**src/sv/pc_pkg.sv**
```systemverilog
package pc_pkg;

    localparam int MAX_VERTS = 64;
    localparam int MAX_CLIP  = 16;
    localparam int COORD_W   = 16;
    localparam int VA_W      = $clog2(MAX_VERTS);
    localparam int VC_W      = $clog2(MAX_VERTS + 1);
    localparam int CA_W      = $clog2(MAX_CLIP);
    localparam int CC_W      = $clog2(MAX_CLIP + 1);
    localparam int PT_W      = 2 * COORD_W;
    localparam int DIFF_W    = COORD_W + 1;
    localparam int OPA_W     = 2 * COORD_W + 2;
    localparam int PROD_W    = OPA_W + DIFF_W;
    localparam int ACC_W     = PROD_W + 1;
    localparam int DEN_W     = 2 * DIFF_W + 2;
    localparam int Q_W       = COORD_W + 2;
    localparam int DIV_W     = DEN_W + Q_W - 1;
    localparam int DCNT_W    = $clog2(Q_W + 1);

    typedef struct packed {
        logic signed [COORD_W-1:0] x;
        logic signed [COORD_W-1:0] y;
    } t_pt;

    typedef enum logic [1:0] {
        ST_OK    = 2'd0,
        ST_EMPTY = 2'd1,
        ST_SHORT = 2'd2,
        ST_OVF   = 2'd3
    } t_status;

    typedef enum logic [2:0] {
        M_SIDE, M_P12, M_P34, M_DEN, M_NX, M_NY
    } t_mop;

    typedef enum logic [1:0] {
        WS_IN, WS_PK, WS_XP
    } t_wsrc;

    typedef enum logic [2:0] {
        CAP_NONE, CAP_S0, CAP_S1, CAP_S2, CAP_C0, CAP_C1, CAP_C2
    } t_cap;

    typedef enum logic [2:0] {
        LD_NONE, LD_EA, LD_EB, LD_CCW_S, LD_CCW_C, LD_PK, LD_PI
    } t_ld;

    typedef enum logic [4:0] {
        S_IDLE, S_CHK, S_SIDE, S_REVS, S_REVC, S_EDGE, S_EA, S_EB, S_P0,
        S_V, S_VK, S_DEC, S_XMAC, S_XDIV_CHK, S_XDIV, S_XW, S_KEEP,
        S_EEND, S_FIN, S_ORD, S_OLD, S_OST, S_OWT
    } t_state;

    typedef struct packed {
        logic            wr_a;
        logic            wr_b;
        logic            wr_c;
        logic [VA_W-1:0] waddr;
        logic [CA_W-1:0] cwaddr;
        t_wsrc           wsrc;
        logic [VA_W-1:0] raddr;
        logic [CA_W-1:0] caddr;
        logic            cur_b;
        t_cap            cap;
        t_ld             ld;
        logic            mac_en;
        logic            mac_sec;
        t_mop            mop;
        logic            div_start;
        logic            out_load;
        t_status         out_stat;
        logic            out_last;
    } t_dp_cmd;

    typedef struct packed {
        logic kin;
        logic iin;
        logic den_zero;
        logic div_done;
    } t_dp_stat;

endpackage

```
**src/sv/pc_controller.sv**
```systemverilog
module pc_controller (
    input  logic              i_clk,
    input  logic              i_rst_n,
    input  logic              i_in_valid,
    input  logic              i_in_operation,
    input  logic              i_in_last,
    output logic              o_in_ready,
    output logic              o_out_valid,
    input  logic              i_out_ready,
    input  pc_pkg::t_dp_stat  i_stat,
    output pc_pkg::t_dp_cmd   o_cmd
);
    import pc_pkg::*;

    t_state r_state, n_state, r_ret, n_ret;
    logic [VC_W-1:0] r_scnt, n_scnt, r_n, n_n, r_i, n_i, r_m, n_m;
    logic [CC_W-1:0] r_ccnt, n_ccnt, r_e, n_e;
    logic [3:0]      r_k, n_k;
    logic r_ovf, n_ovf, r_curb, n_curb, r_revs, n_revs, r_revc, n_revc;
    logic r_ovalid, n_ovalid, r_olast, n_olast;
    t_status r_stat, n_stat;

    logic [CC_W-1:0] e_next, c_a, c_b;
    logic [VC_W-1:0] i_next, v_j, v_map;
    logic            m_full, accept;

    assign e_next = (r_e + CC_W'(1) == r_ccnt) ? '0 : r_e + CC_W'(1);
    assign c_a    = r_revc ? r_ccnt - CC_W'(1) - r_e : r_e;
    assign c_b    = r_revc ? r_ccnt - CC_W'(1) - e_next : e_next;
    assign i_next = (r_i + VC_W'(1) == r_n) ? '0 : r_i + VC_W'(1);
    assign v_j    = (r_state == S_EB) ? '0 : i_next;
    assign v_map  = (r_e == '0 && r_revs) ? r_n - VC_W'(1) - v_j : v_j;
    assign m_full = r_m >= VC_W'(MAX_VERTS);
    assign accept = i_in_valid && (r_state == S_IDLE);

    always_ff @(posedge i_clk) begin
        if (!i_rst_n) begin
            r_state  <= S_IDLE;
            r_scnt   <= '0;
            r_ccnt   <= '0;
            r_ovf    <= 1'b0;
            r_ovalid <= 1'b0;
        end else begin
            r_state  <= n_state;
            r_scnt   <= n_scnt;
            r_ccnt   <= n_ccnt;
            r_ovf    <= n_ovf;
            r_ovalid <= n_ovalid;
        end
        r_ret   <= n_ret;
        r_n     <= n_n;
        r_i     <= n_i;
        r_m     <= n_m;
        r_e     <= n_e;
        r_k     <= n_k;
        r_curb  <= n_curb;
        r_revs  <= n_revs;
        r_revc  <= n_revc;
        r_olast <= n_olast;
        r_stat  <= n_stat;
    end

    always_comb begin
        n_state  = r_state;
        n_ret    = r_ret;
        n_scnt   = r_scnt;
        n_ccnt   = r_ccnt;
        n_ovf    = r_ovf;
        n_n      = r_n;
        n_i      = r_i;
        n_m      = r_m;
        n_e      = r_e;
        n_k      = r_k;
        n_curb   = r_curb;
        n_revs   = r_revs;
        n_revc   = r_revc;
        n_ovalid = r_ovalid;
        n_olast  = r_olast;
        n_stat   = r_stat;

        o_cmd           = '0;
        o_cmd.wsrc      = WS_IN;
        o_cmd.cap       = CAP_NONE;
        o_cmd.ld        = LD_NONE;
        o_cmd.mop       = M_SIDE;
        o_cmd.out_stat  = ST_OK;
        o_cmd.cur_b     = r_curb;
        o_cmd.raddr     = v_map[VA_W-1:0];
        o_cmd.caddr     = (r_state == S_EA) ? c_b[CA_W-1:0] : c_a[CA_W-1:0];
        o_cmd.waddr     = r_m[VA_W-1:0];
        o_cmd.cwaddr    = r_ccnt[CA_W-1:0];

        unique case (r_state)
            S_IDLE: begin
                if (accept) begin
                    if (!i_in_operation) begin
                        if (r_scnt < VC_W'(MAX_VERTS)) begin
                            o_cmd.wr_a  = 1'b1;
                            o_cmd.waddr = r_scnt[VA_W-1:0];
                            o_cmd.cap   = (r_scnt == VC_W'(0)) ? CAP_S0 :
                                          (r_scnt == VC_W'(1)) ? CAP_S1 :
                                          (r_scnt == VC_W'(2)) ? CAP_S2 : CAP_NONE;
                            n_scnt = r_scnt + VC_W'(1);
                        end else begin
                            n_ovf = 1'b1;
                        end
                    end else begin
                        if (r_ccnt < CC_W'(MAX_CLIP)) begin
                            o_cmd.wr_c = 1'b1;
                            o_cmd.cap  = (r_ccnt == CC_W'(0)) ? CAP_C0 :
                                         (r_ccnt == CC_W'(1)) ? CAP_C1 :
                                         (r_ccnt == CC_W'(2)) ? CAP_C2 : CAP_NONE;
                            n_ccnt = r_ccnt + CC_W'(1);
                        end else begin
                            n_ovf = 1'b1;
                        end
                        if (i_in_last) begin
                            n_state = S_CHK;
                        end
                    end
                end
            end
            S_CHK: begin
                n_n = r_scnt;
                if (r_ovf) begin
                    n_stat  = ST_OVF;
                    n_state = S_OST;
                end else if (r_scnt < VC_W'(3) || r_ccnt < CC_W'(3)) begin
                    n_stat  = ST_SHORT;
                    n_state = S_OST;
                end else begin
                    o_cmd.ld = LD_CCW_S;
                    n_k      = '0;
                    n_ret    = S_REVS;
                    n_state  = S_SIDE;
                end
            end
            S_SIDE: begin
                o_cmd.mac_en  = 1'b1;
                o_cmd.mac_sec = r_k[0];
                o_cmd.mop     = M_SIDE;
                n_k           = r_k + 4'd1;
                if (r_k[0]) begin
                    n_k     = '0;
                    n_state = r_ret;
                end
            end
            S_REVS: begin
                n_revs   = !i_stat.kin;
                o_cmd.ld = LD_CCW_C;
                n_ret    = S_REVC;
                n_state  = S_SIDE;
            end
            S_REVC: begin
                n_revc  = !i_stat.kin;
                n_e     = '0;
                n_curb  = 1'b0;
                n_state = S_EDGE;
            end
            S_EDGE: begin
                n_m     = '0;
                n_i     = '0;
                n_state = S_EA;
            end
            S_EA: begin
                o_cmd.ld = LD_EA;
                n_state  = S_EB;
            end
            S_EB: begin
                o_cmd.ld = LD_EB;
                n_state  = (r_n == '0) ? S_EEND : S_P0;
            end
            S_P0: begin
                o_cmd.ld = LD_PK;
                n_ret    = S_V;
                n_state  = S_SIDE;
            end
            S_V: begin
                o_cmd.ld = LD_PI;
                n_state  = S_VK;
            end
            S_VK: begin
                o_cmd.ld = LD_PK;
                n_ret    = S_DEC;
                n_state  = S_SIDE;
            end
            S_DEC: begin
                if (i_stat.iin != i_stat.kin) begin
                    if (m_full) begin
                        n_stat  = ST_OVF;
                        n_state = S_OST;
                    end else begin
                        n_k     = '0;
                        n_state = S_XMAC;
                    end
                end else begin
                    n_state = S_KEEP;
                end
            end
            S_XMAC: begin
                o_cmd.mac_en  = 1'b1;
                o_cmd.mac_sec = r_k[0];
                unique case (r_k[3:1])
                    3'd0:    o_cmd.mop = M_P12;
                    3'd1:    o_cmd.mop = M_P34;
                    3'd2:    o_cmd.mop = M_DEN;
                    3'd3:    o_cmd.mop = M_NX;
                    default: o_cmd.mop = M_NY;
                endcase
                n_k = r_k + 4'd1;
                if (r_k == 4'd9) begin
                    n_state = S_XDIV_CHK;
                end
            end
            S_XDIV_CHK: begin
                if (i_stat.den_zero) begin
                    o_cmd.wr_a = r_curb;
                    o_cmd.wr_b = !r_curb;
                    o_cmd.wsrc = WS_PK;
                    n_m        = r_m + VC_W'(1);
                    n_state    = S_KEEP;
                end else begin
                    o_cmd.div_start = 1'b1;
                    n_state         = S_XDIV;
                end
            end
            S_XDIV: begin
                if (i_stat.div_done) begin
                    n_state = S_XW;
                end
            end
            S_XW: begin
                o_cmd.wr_a = r_curb;
                o_cmd.wr_b = !r_curb;
                o_cmd.wsrc = WS_XP;
                n_m        = r_m + VC_W'(1);
                n_state    = S_KEEP;
            end
            S_KEEP: begin
                if (i_stat.kin && m_full) begin
                    n_stat  = ST_OVF;
                    n_state = S_OST;
                end else begin
                    if (i_stat.kin) begin
                        o_cmd.wr_a = r_curb;
                        o_cmd.wr_b = !r_curb;
                        o_cmd.wsrc = WS_PK;
                        n_m        = r_m + VC_W'(1);
                    end
                    n_i     = r_i + VC_W'(1);
                    n_state = (r_i + VC_W'(1) == r_n) ? S_EEND : S_V;
                end
            end
            S_EEND: begin
                n_n    = r_m;
                n_curb = !r_curb;
                if (r_e + CC_W'(1) == r_ccnt) begin
                    n_state = S_FIN;
                end else begin
                    n_e     = r_e + CC_W'(1);
                    n_state = S_EDGE;
                end
            end
            S_FIN: begin
                n_i = '0;
                if (r_n == '0) begin
                    n_stat  = ST_EMPTY;
                    n_state = S_OST;
                end else begin
                    n_state = S_ORD;
                end
            end
            S_ORD: begin
                o_cmd.raddr = r_i[VA_W-1:0];
                n_state     = S_OLD;
            end
            S_OLD: begin
                o_cmd.out_load = 1'b1;
                o_cmd.out_stat = ST_OK;
                o_cmd.out_last = (r_i + VC_W'(1) == r_n);
                n_olast        = (r_i + VC_W'(1) == r_n);
                n_ovalid       = 1'b1;
                n_state        = S_OWT;
            end
            S_OST: begin
                o_cmd.out_load = 1'b1;
                o_cmd.out_stat = r_stat;
                o_cmd.out_last = 1'b1;
                n_olast        = 1'b1;
                n_ovalid       = 1'b1;
                n_state        = S_OWT;
            end
            S_OWT: begin
                if (i_out_ready) begin
                    n_ovalid = 1'b0;
                    if (r_olast) begin
                        n_scnt  = '0;
                        n_ccnt  = '0;
                        n_ovf   = 1'b0;
                        n_state = S_IDLE;
                    end else begin
                        n_i     = r_i + VC_W'(1);
                        n_state = S_ORD;
                    end
                end
            end
            default: n_state = S_IDLE;
        endcase
    end

    assign o_in_ready  = (r_state == S_IDLE);
    assign o_out_valid = r_ovalid;
endmodule

```
**config.mk**
```make
export PLATFORM = sky130hd
export DESIGN_NAME = pc_controller
export DESIGN_NICKNAME = d
export VERILOG_FILES = /design/src/sv/pc_pkg.sv /design/src/sv/pc_controller.sv
export SDC_FILE = /design/constraint.sdc
export NUM_CORES = 1
export LEC_CHECK = 0
export ABC_AREA = 1
export BUFFER_PORTS_ARGS = -buffer_cell sky130_fd_sc_hd__buf_2
export CAP_MARGIN = 10
export CORE_MARGIN = 3
export CORE_UTILIZATION = 45
export DETAILED_ROUTE_END_ITERATION = 10
export PLACE_DENSITY_LB_ADDON = 0.3
export SYNTH_ARGS = -nofsm -noshare
export SYNTH_HDL_FRONTEND = slang
export SYNTH_SLANG_ARGS = --single-unit
```
**constraint.sdc**
```tcl
create_clock -name i_clk -period 4.1 [get_ports i_clk]
set_input_delay 0.615 -clock i_clk [delete_from_list [all_inputs] [get_ports i_clk]]
set_output_delay 0.615 -clock i_clk [all_outputs]
set_load 0.01 [all_outputs]
```
Word-level counts from Yosys, hierarchy flattened --
Cells that the tools add are included.
Word-level totals: flip-flop bits (word level) 60, logic and storage cells 242
Cells by class: add/subtract/negate cells 11, magnitude comparators 5, equality and inequality tests 59, multiplexer cells 114, reduce and logical (&&, ||, !) cells 37
Operators with widths (number):
- $mux W5 | 25
- $pmux W5 S20 | 1
- $mux W7 | 13
- $eq A5 B4 Y1 const B | 8
- $ne A2 B2 Y1 const B | 20
- $mux W4 | 9
- $mux W6 | 6
- $eq A5 B5 Y1 const B | 7
- $mux W2 | 15
- $pmux W5 S2 | 3
- $pmux W7 S2 | 2
- $pmux W7 S4 | 1
- $mux W3 | 8
- $reduce_and A6 Y1 | 4
- $add A7 B1 Y7 const B | 3
- $pmux W7 S3 | 1
- $eq A5 B3 Y1 const B | 4
- $pmux W5 S4 | 1
- $pmux W3 S6 | 1
- $mux W1 | 17
- $pmux W4 S4 | 1
- $reduce_bool A4 Y1 | 4
- $eq A5 B2 Y1 const B | 3
- $logic_not A5 Y1 | 3
- 43 further kinds | 66

Depth between registers and ports, before layout --
Gate-level depths: netlist of run 1.
depth in word-level cells 8, depth in mapped cells 24, gate-level depth less buffers 24

Worst setup path before layout of run 1 --
OpenSTA, ideal clock, no wires.
kind register to output, from register r_i[0], to output port o_cmd[25] (netlist bit), arrival 2795 ps, slack 690 ps, cell stages (with the launch flop) 20, path buffers 0, cell sequence edfxtp_1 -> ha_1 -> nand2_1 -> nor2_1 -> nand3_1 -> nand2_1 -> nand2_1 -> nand2_1 -> nor2_1 -> nand2_1 -> nand2_2 -> nor2_1 -> inv_1 -> ha_1 -> fa_1 -> a31oi_1 -> xnor2_1 -> o21ai_0 -> o21bai_1 -> o21ai_0
RTL lines:
- from (decl) | RTL line pc_controller.sv:16 | logic [VC_W-1:0] r_scnt, n_scnt, r_n, n_n, r_i, n_i, r_m, n_m;
- from (signal assigned) | RTL line pc_controller.sv:52 | r_i <= n_i;
- to (decl) | RTL line pc_controller.sv:11 | output pc_pkg::t_dp_cmd o_cmd

==> results of run 1 <==
-- power by group through the flow --
stage | sequential (µW) | clock, µW | combinational (µW)
after floorplan | 672 | 0 | 191
after global routing | 668 | 649 | 301
after CTS | 665 | 624 | 260
after global placement | 678 | 0 | 252
after detailed placement | 678 | 0 | 258
final | 665 | 614 | 266
-- area by class of cell --
class	count	area [µm²]	share of cell area [%]
inverters	129	487	8.89
flip-flops and latches	59	1580	28.9
multi-input cells	498	2710	49.5
repair buffers	59	308	5.62
clock buffers	9	124	2.26
clock inverters	7	101	1.85
well taps	133	166	3.04
-- layer usage --
layer / vias to the layer above / part of all wire, % / global-route usage, %
met1: 2102 / 45 / 30.9
met4: 0 / 1.6 / 6.22
met2: 158 / 45 / 35.9
met3: 23 / 7.5 / 4.56
li1: 2363 / - / -
met5: - / 0 / 0
-- cell families after synthesis --
family	Yosys count	share of synthesized area, %
and+or+nand+nor	356	32.1
xor gates and xnor gates	13	2.39
AOI/OAI and AO/OA	98	12.2
buffers and inverters	139	11.6
adders and majority gates	31	8.61
DFF	59	33.2
-- cell usage in the layout (no fill, tap or decap), types with 5 or more instances in the layout --
cell type	instances
a21oi_1	24
buf_2	54
buf_4	5
clkbuf_8	9
dfxtp_1	19
edfxtp_1	40
ha_1	25
inv_1	121
inv_2	7
nand2_1	159
nand2_2	7
nand3_1	47
nand4_1	13
nor2_1	91
nor2_2	9
nor3_1	9
o21ai_0	45
or2_2	6
xor2_1	9
-- what timing repair did --
action | 4_1_cts | 5_1_grt
setup endpoints to repair | 2 | 5
pin swaps | 0 | 4
gates resized for setup | 2 | 14
buffers inserted | 1 | 3
-- worst max-delay path, cell delays in order, from the launching register on --
cell and delay, ns:
edfxtp_1 0.39, ha_2 0.22, nand2_2 0.07, nor2_2 0.15
nand3_2 0.10, nand2_1 0.11, nand2_1 0.06, nand2_1 0.05
nor2_1 0.04, nand2_2 0.10, nand2_4 0.08, nor2_2 0.11
inv_1 0.05, ha_1 0.21, fa_2 0.37, a31oi_2 0.19
xnor2_1 0.13, o21ai_0 0.08, o21bai_1 0.17, o21ai_0 0.07
buf_2 0.16
-- through the flow --
step | total power (µW) | utilization [%] | TNS (ns)
4_1_cts | 1550 | 53.6 | 0
5_1_grt | 1620 | 54.5 | -0.0246
3_3_place_gp | 930 | 51.2 | 0
3_5_place_dp | 936 | 51.2 | 0
6_report | 1540 | 54.5 | 0
2_1_floorplan | 863 | - | 0
-- how the worst max path moves through the flow --
stage | cells past startpoint | slack [ns] | end | from
floorplan | 19 | 0.69 | o_cmd[25] | r_i[0]
global placement | 20 | 0.35 | o_cmd[25] | r_i[0]
detailed placement | 20 | 0.22 | o_cmd[25] | r_i[0]
CTS | 20 | 0.004 | o_cmd[25] | r_i[1]
global route | 21 | -0.02 | o_cmd[25] | r_i[1]
finish | 20 | 0.21 | o_cmd[25] | r_i[1]
-- state kept, by name, summed over array words and instances (netlist names) --
register / count
o_out_valid: 1
r_ccnt: 5
r_curb: 1
r_e: 5
r_i: 7
r_k: 4
r_m: 7
r_n: 7
r_olast: 1
r_ovf: 1
r_ret: 4
r_revc: 1
r_revs: 1
r_scnt: 7
r_stat: 2
r_state: 5
==> results.cfg, run 1 <==
[outcome]
outcome = finished clean

[placement]
io_buffers = 53
gp_congestion = 1.00
placed_area_mm2 = 0.00514
numPlacedInstances = 873
dp_slack_ns = 0.224
hpwl_mm = 10.1

[power_and_ir_drop]
power_density_mw_per_mm2 = 282
p_clk_share_pct = 39.7
p_leak_uw = 0.00277
switching_share_pct = 29.5
power.switching_uw = 456
share_seq_of_total_power_pct = 43.1
power_frac_comb_pct = 17.2
internal_power_uw = 1090
ir_worst_vdd_mv = 0.152

[cts]
h-tree-depth = 3
clkTransAtPathRegs_ns = 0.08
cts_hold_buf = 0
cts_buffers = 9
clock_path_buffers = 2
cts_sinks = 59
clk_latency_ns = 0.35
clock-root-buffer = clkbuf_8
tritoncts = yes

[floorplan]
die_h_um = 109
die_area_mm2 = 0.0119
core_mm2 = 0.0100
io_pins = 54
fp.dieW_um = 109
initial_core_util_pct = 47.5
rows = 36

[grt]
antenna_found_initial = 0
grt_max_degree = 15
track_usage_pct = 22.5
grt_pass1_vias = 4349
grt-ovfl-total = 0
grt_pass1_wl_mm = 20.8

[sta]
tightestPinTransition_ns = 0.680
grt_setup_unrepaired = true
timing.fmax_mhz = 257
post-route-period-util_pct = 94.8
setup_viol_count_final = 0
fin_skew_ns = 0.0155
slew_violations = 0
post-route-min-period_ns = 3.89
hold_viol = 0
relSlewSlack_pct = 54.5
whs_ns = 0.491
fin_ws_ns = 0.213

[hold_path]
hold_class = reg -> reg
min_to = o_out_valid
holdPathStages = 2
hold_start = o_out_valid

[detailed_routing]
vias = 4646
drt_first_pass_iters = 5
wl_per_cell_um = 14.2
drcViolationCount = 0
drt-total-wl_mm = 12.7
ant_nets = 0
drtIter0Drc = 406
viasPerCell = 5.20

[setup_path]
start_kind = flip-flop
crit_arrival_ns = 3.27
rrSetupSlack_ns = 1.45
path_class = reg -> out
critPathMaxFanout = 6
reg2reg_depth = 6
crit_path_end_kind = output pin
r2r-end = r_stat[1]
crit_required_ns = 3.48
r2r-start = r_state[0]

[logic_synthesis]
netlist_top_cells_count = nand2_1 (161), inv_1 (121), nor2_1 (96)
synth_edf_count = 40
ys.flop_type = edfxtp_1
synth_fp_nets = 737
post-synth-top-area-cell = edfxtp_1
yosys.area.top_type_share_pct = 25.2
synth_seq_area_share_pct = 33.2
syn_area_per_cell_um2 = 6.85
yosysMostFrequentCell = nand2_1
synth_warnings = 0
ys_async_sr_fraction_pct = 0
synthCells = 696
ys_seq_elements = 59
syn_area_mm2 = 0.00477
synthTopCellsByArea = edfxtp_1 (25%), nand2_1 (13%), inv_1 (9.5%), dfxtp_1 (8.0%), nor2_1 (7.6%)
ys_types = 44

[cells_and_area]
diodes = 0
n_fill_cell = 987
design_area_mm2 = 0.00548
nets = 797
synthToLayoutAreaGrowth_pct = 14.9
fin_cells = 894
drive_gt1_share_pct = 15.9

[run]
max_cap_viol_count = 0
Note: power is estimated with default switching activity, not from simulation.
==> run 2: changes to the inputs <==
- CORE_UTILIZATION: 45 -> 55
==> run 2 against run 1 <==
Non-clock buffer count increased by 1. Setup slack worse by 0.016 ns. Sequential cell count did not move. Sequential share of layout area grew 0.50 points. Highest routed layer unchanged. Global-route usage increased by 3.9 points. Fmax down 0.41%. First-iteration DRC count shrank 25%. Critical path type unchanged. Clock skew shrank 0.0033 ns. Die area decreased by 17%. Wire length grew 0.75%.
==> results.cfg, run 2 (same netlist as run 1, synthesis figures left out) <==
[floorplan]
io_pins = 54
core_mm2 = 0.00830
fp.dieW_um = 99.1
die_h_um = 99.1
rows = 33
die_area_mm2 = 0.00982
initial_core_util_pct = 57.5

[setup_path]
crit_path_cell_trace = ha_2 > nand2_2 > nor2_4 > nand3_1 > nand2_1 > nand2_1 > nand2_1 > nor2_1 > nand2_2 > nand2_4 > nor2_2 > inv_1 > ha_1 > fa_2 > a31oi_2 > xnor2_1 > o21ai_0 > o21bai_1 > o21ai_0 > buf_2
critPathMaxFanout = 6
startpoint = r_i[1]
start_kind = flip-flop
cpMostUsedCell = nand2_1
cp_slowest_cell = edfxtp_1
crit_family = simple AND/OR/NAND/NOR gates
crit_path_max_incr_delay_ns = 0.39
worstPathBufferInverterCount = 2
r2r-start = r_state[0]
crit_required_ns = 3.48
crit_path_end_kind = output pin
crit_arrival_ns = 3.29
path_class = reg -> out

[cells_and_area]
design_area_mm2 = 0.00538
nets = 798
final_common_cell = nand2_1
diodes = 0
synthToLayoutAreaGrowth_pct = 12.9
layout_common_cells = nand2_1 (158), inv_1 (121), nor2_1 (92), buf_2 (53), nand3_1 (47)
n_fill_cell = 761
postLayoutCoreUtil_pct = 64.9
drive_gt1_share_pct = 15.5

[grt]
grt-ovfl-total = 0
track_usage_pct = 26.3
grt_pass1_wl_mm = 20.9
grt_max_degree = 15
grt_pass1_vias = 4407
antenna_found_initial = 0

[sta]
post-route-min-period_ns = 3.90
relSlewSlack_pct = 31.1
setup_viol_count_final = 0
grt_setup_unrepaired = true
slew_violations = 0
fin_skew_ns = 0.0122
post-route-period-util_pct = 95.2
hold_viol = 0
timing.fmax_mhz = 256
tightestPinTransition_ns = 1.03

[cts]
clkTransAtPathRegs_ns = 0.07
cts_hold_buf = 0
clk_latency_ns = 0.34
h-tree-depth = 3
clock-root-buffer = clkbuf_8
tritoncts = yes
cts_buffers = 9
cts_sinks = 59
clock_path_buffers = 2

[detailed_routing]
drt-total-wl_mm = 12.8
drtIter0Drc = 303
viasPerCell = 5.49
drcViolationCount = 0
wl_per_cell_um = 14.8
ant_nets = 0
drt_first_pass_iters = 5
vias = 4757

[hold_path]
hold_start = r_ovf
hold_class = reg -> reg

[placement]
hpwl_mm = 10.1
gp_congestion = 0.973
io_buffers = 53
placed_area_mm2 = 0.00510

[outcome]
outcome = finished clean

[run]
max_cap_viol_count = 0

[power_and_ir_drop]
p_leak_uw = 0.00274
power_density_mw_per_mm2 = 255
ir_worst_vdd_mv = 0.150
run 2: cell types whose count changed in the layout (fill, tap and decap cells not counted), sizes merged:
cell | previous run | this run
bufinv | 2 | 0
clkinv | 2 | 4
buf | 59 | 60
clkbuf | 9 | 10
inv | 130 | 129
run 2: worst paths after layout:
check | slack [ns] | end | cells past startpoint
setup / recovery | 0.20 | o_cmd[25] | 20
hold / removal | 0.51 | r_ovf | 2
setup reg to reg | 1.54 | r_stat[0] | 6
hold reg to reg | 0.51 | r_ovf | 2
run 2: timing repair:
action / in CTS / in global routing
pin swaps: 0 / 3
endpoints found under the setup margin: 3 / 5
setup buffers: 1 / 6
resized for setup: 2 / 15
run 2: through the flow:
stage               TNS (ns)  power [µW]  hold WS (ns)  worst slack, ns  instances
floorplan                  0         863         0.452            0.690        696
global placement           0         921         0.467            0.353        844
detailed placement         0         930         0.490            0.213        844
CTS                        0        1380         0.507           0.0238        861
global route         -0.0200        1440         0.537          -0.0179        867
finish                     0        1370         0.507            0.197        867
run 2: layout make-up:
cell class / count / area [µm²] / share of cell area, %
inverter: 129 / 487 / 9.04
sequential: 59 / 1580 / 29.4
timing repair buffer: 60 / 318 / 5.90
clock buffer: 10 / 128 / 2.37
multi-input combinational: 498 / 2710 / 50.3
tap: 105 / 131 / 2.44
clock inverter: 6 / 32.5 / 0.604
run 2: where the power goes:
| part | total (µW) | switching, µW | internal (µW) |
|---|---|---|---|
| registers | 666 | 19.1 | 647 |
| clock network | 450 | 237 | 213 |
| logic | 257 | 164 | 93.8 |
run 2: metal layers:
metal  global-route usage, %  vias up  share of wire (%)
li1                        -     2373                  -
met4                    7.67        0                1.6
met2                    41.8      188                 46
met1                    36.9     2176                 44
met3                    4.98       20                7.6
met5                       0        -                  0
run 2: worst reg2reg max path, stage by stage (launching register included):
cell       delay (ns)
dfxtp_1          0.40
inv_2            0.07
nor2_1           0.30
nand2_1          0.18
nor2_1           0.35
nand2_1          0.29
a2111oi_1        0.63
